### config.mk
export PLATFORM = sky130hd
export DESIGN_NAME = atcm_ram
export DESIGN_NICKNAME = d
export VERILOG_FILES = /design/src/hdl/atcm_ram.sv
export SDC_FILE = /design/constraint.sdc
export NUM_CORES = 1
export LEC_CHECK = 0
export ABC_AREA = 1
export BUFFER_PORTS_ARGS = -buffer_cell sky130_fd_sc_hd__buf_2
export CORE_AREA = 5 5 119 121
export DETAILED_ROUTE_END_ITERATION = 10
export DIE_AREA = 0 0 124 126
export PLACE_DENSITY_LB_ADDON = 0.1
export SLEW_MARGIN = 20
export SYNTH_ARGS = -nofsm -noshare
export SYNTH_HDL_FRONTEND = slang
export SYNTH_SLANG_ARGS = --single-unit
### constraint.sdc
create_clock -name clk -period 2.5 [get_ports clk]
set_clock_uncertainty 0.15 [all_clocks]
set_input_delay 0.375 -clock clk [delete_from_list [all_inputs] [get_ports clk]]
set_output_delay 0.375 -clock clk [all_outputs]
set_load 0.01 [all_outputs]
### src/hdl/atcm_ram.sv
// Generic single-port RAM with registered read.
// No dependencies.
module atcm_ram #(
    parameter int WIDTH = 8,
    parameter int DEPTH = 16
) (
    input  logic                     clk,
    input  logic                     we,
    input  logic [$clog2(DEPTH)-1:0] addr,
    input  logic [WIDTH-1:0]         wdata,
    output logic [WIDTH-1:0]         rdata
);

    logic [WIDTH-1:0] mem [DEPTH];

    // Write and read at one address; the read returns the old contents
    always_ff @(posedge clk)
    begin
        if (we)
        begin
            mem[addr] <= wdata;
        end
        rdata <= mem[addr];
    end

endmodule

Word level (Yosys, flattened, before mapping)
Memory sizes are Yosys's and may differ from the RTL's. A register that Yosys moved wholly into a read port is not among the register bits.
Index checks and enable logic that the tools add are counted.
{"block": "word_totals", "register_bits": 0, "latchBits": 0, "ramBits": 128, "mem_bits_ro": 0, "in_bits": 14, "out_inout_bits": 8, "wordCells": 3, "mem_count": 1}
{"name": "mem", "words": 16, "word_bits": 8, "rd": 1, "rd_clocked_by_memory_dff": 1, "wr": 1, "line": "14", "source": "logic [WIDTH-1:0] mem [DEPTH];"}
{"block": "classes", "add_sub_neg": 0, "n_mul": 0, "n_div": 0, "order_cmp": 0, "n_eq_ne": 0, "shift": 0, "n_mux": 2, "bitwise_logic": 0, "reduce_logical": 0}
{"operator": "$mux W1", "n": 2}

Depth between registers and ports, before layout
{"block": "depth", "depth_word": 2, "ltp_mapped": 11, "ltp_nobuf": 9}

Least setup slack after synthesis
Ideal clock, no wire load.
{"block": "synth_timing", "path_type": "input to register", "startpoint": "input port addr[1]", "endpoint": "memory mem[3][0] (enable)", "setup_time_ps": 370, "arrival_ps": 1382, "required_ps": 1980, "setup_slack_ps": 598, "cell_stages": 4, "n_path_buf": 2, "path_cell_list": "buf_2 > clkbuf_1 > nand3_1 > nor2_1"}
{"element": "start: declaration", "line": "9", "source": "input logic [$clog2(DEPTH)-1:0] addr,"}
{"element": "end: declaration", "line": "14"}
No word-level cell before the write port.

Worst setup path in the final report
{"block": "layout_timing", "startpoint": "input port addr[0]", "endpoint": "memory mem[13][0] (enable)"}
No word-level cell before the write port.

==> metrics.md <==
| Metric | Value |
|---|---|
| Outcome | `finished clean` |
| Synth warnings | `0` |
| Post-synth EDFFs | `~130` |
| Die area | `~16000 sq um` |
| CP delay by family, top | `simple AND/OR/NAND/NOR gates` |
| Routed vias/inst | `4.734` |
| FF+latch area | `between 4000 and 5000 sq um` |
| Max-capacitance violation count | `0` |
| VDD IR-drop max | `~0.00055 V` |
| Largest family of logic cells by synthesized area | `simple AND/OR/NAND/NOR gates` |
| Largest area contributor in the netlist | `edfxtp_1` |
| Tightest Pin Transition | `between 600 and 700 ps` |
| Fillers | `about 1200` |
| Diodes inserted | `0` |
| Worst Path Required | `2400 ps` |
| Yosys cell types | `11` |
| Setup tns final | `0 ps` |
| GRT overflow | `0` |
| Xor and xnor area share after synthesis | `0%` |
| Crit path DAT | `between 1500 and 2000 ps` |
| I/O pin count | `22` |
| I/O Buffers | `21` |
| Final nets | `600` |
| Number of remaining DRC errors | `0` |
| Mapped cell area | `around 5600 sq um` |
| Max Slew Vio Count | `0` |
| Largest cells by area after synthesis | `edfxtp_1 69%, nand2_1 23%, dfxtp_1 2.9%, inv_1 1.4%, nor2_1 1.2%` |
| Initial DRC Count | `330` |
| Compound-Gate Fraction of Synth Area | `0%` |
| Final hold viol count | `0` |
| Synth async-reset ratio | `0%` |
| Critical path class | `in2reg` |
| Final wirelength | `around 12 mm` |
| Total number of vias | `3669` |
| Crit path max fanout | `21` |
| Area of the multi-input gates | `between 1000 and 1500 sq um` |
| Initial antenna violation count | `0` |
| GRT Total Usage | `17.56%` |
| Fin crit share | `66.06%` |
| # clock sinks | `roughly 140` |
| Crit-path cells | `buf_2 > buf_4 > nand3_1 > nor2_1` |
| Power Density | `851.3 nW/um^2` |
| H-tree depth | `4` |
| Layout cell share with drive strength beyond 1 | `a little under an eighth` |
| Post-Synth Simple-Gate Area | `about 25%` |
| CTS Hold Bufs | `0` |
| Total CTS buffers | `17` |
| CP endpoint kind | `register` |
| First-pass GRT wire length | `19.95 mm` |
| Cells after Synth | `approximately 550` |
| Top_reg_cell synth | `edfxtp_1` |
| Final HPWL DP | `7.594 mm` |
| CP Buf/Inv Count | `2` |
| Area delta synth->final | `18.25%` |
| Site Rows | `42` |
| TritonCTS clock tree | `built` |
| Worst hold margin | `approximately 250 ps` |
| RSZ-0062 raised after global routing | `false` |
| Antenna Nets Post-Route | `0` |
| Post-CTS setup buffer count | `0` |
| Yosys reg bits | `136` |
| Worst-Skew Late Latency | `about 410 ps` |
| Mux cell area share after synthesis | `0%` |
| Drt wl/cell | `15.99 um` |
| Largest net degree at the start of global routing | `66` |
| Minimum clock period | `around 1700 ps` |
| Max incr delay on CP | `around 550 ps` |
| Max Freq | `a little over 0.6 GHz` |
| Die Y | `126 um` |
| Syn Nets | `~560` |
| GP Congestion | `just under 0.8` |
| Die X-Extent | `about 120 um` |
| Most common cell in the netlist | `nand2_1` |
| Crit start category | `input port` |
| Top cells by count, synth | `346 x nand2_1, 128 x edfxtp_1, 21 x inv_1` |
| Drt pass-1 iters | `5` |
| Post-Synth Adder-Cell Area | `0%` |
| Vias in the first global route | `3704` |
| Root Buffer | `clkbuf_16` |
| Rel. slew slack | `a little under three fifths` |
| Overall power consumption | `about 5.6 mW` |
| Initial core utilization | `a little over two fifths` |
| Hold Path Class | `in2reg` |
| Yosys top cell area share | `between 60 and 70%` |
| Post-cts sizing count | `0` |
| Fin util | `between 50% and 60%` |
| CTS Buffer Depth | `2` |
| Leak pwr | `~2.8 nW` |
| Syn Area/Cell | `approximately 10 sq um` |
| Clock transition at path regs | `roughly 60 ps` |
| Final Setup Violations | `0` |
| Core area | `roughly 13000 sq um` |
| Sequential fraction of the synthesis area | `just over 70%` |
| Crit-path slowest cell | `nor2_1` |
[power breakdown]
| part | switching (mW) | internal [mW] |
|---|---|---|
| logic | 0.226 | 0.0879 |
| clock network | 0.894 | 1.86 |
| registers | 0.0131 | 2.55 |
| total | 1.13 | 4.50 |
[per-stage QoR]
step | area (sq um) | setup WS, ps | instances
final | 6614 | 848.6 | 775
after global routing | 6614 | 759.9 | 775
after CTS | 6614 | 841.5 | 775
after detailed placement | 5957 | 390.6 | 743
after global placement | 5957 | 442.5 | 743
after floorplan | 5593 | 597.8 | 548
[registers in the layout (all words and copies together), names as in the netlist]
register / flops
mem: 128
rdata: 8
[worst register-to-register path, delay by kind of cell (launching register included)]
kind / cells / cell delay [ps]
simple gates: 7 / 470
flops: 1 / 370
buf+inv: 1 / 100
[cells in the final DEF, fill, tap and decap left out, drive strengths merged]
cell      synthesis  routed
clkinvlp          0       1
edfxtp          128     128
bufinv            0       6
buf              18      40
nand3             4       4
nor2             18      18
nand2           346     346
clkbuf            3      18
clkinv            1       7
dfxtp             8       8
inv              22      23
[path summary, 6_finish.rpt]
path / start / endpoint / slack [ps] / cells after the start
setup / recovery: addr[0] / mem[13][0] / 850 / 4
hold / removal: wdata[2] / mem[8][2] / 250 / 1
setup reg to reg: mem[1][3] / rdata[3] / 1310 / 8
hold reg to reg: mem[8][0] / rdata[0] / 550 / 8
[cell families (layout without fill, tap and decap cells)]
family | count (synthesis) | after routing
and+or+nand+nor | 368 | 368
DFF | 136 | 136
buffers and inverters | 44 | 95
[metal layers]
layer,track usage [%],up-vias,routed length [um],share of wire (%)
li1,-,1828,-,-
met1,24.28,1731,5798,47
met4,5.219,0,129,1.0
met5,0,-,0,0
met3,5.336,11,674,5.4
met2,26.85,99,5793,47
[layout make-up]
cell class                 instances  area share, %
clock inverter                    14          3.443
sequential                       136          60.54
inverter                          23          1.305
multi-input combinational        368          20.96
tap                              176          3.330
timing repair buffer              40          3.935
clock buffer                      18          6.489
Power figures use the tool's default switching activity.
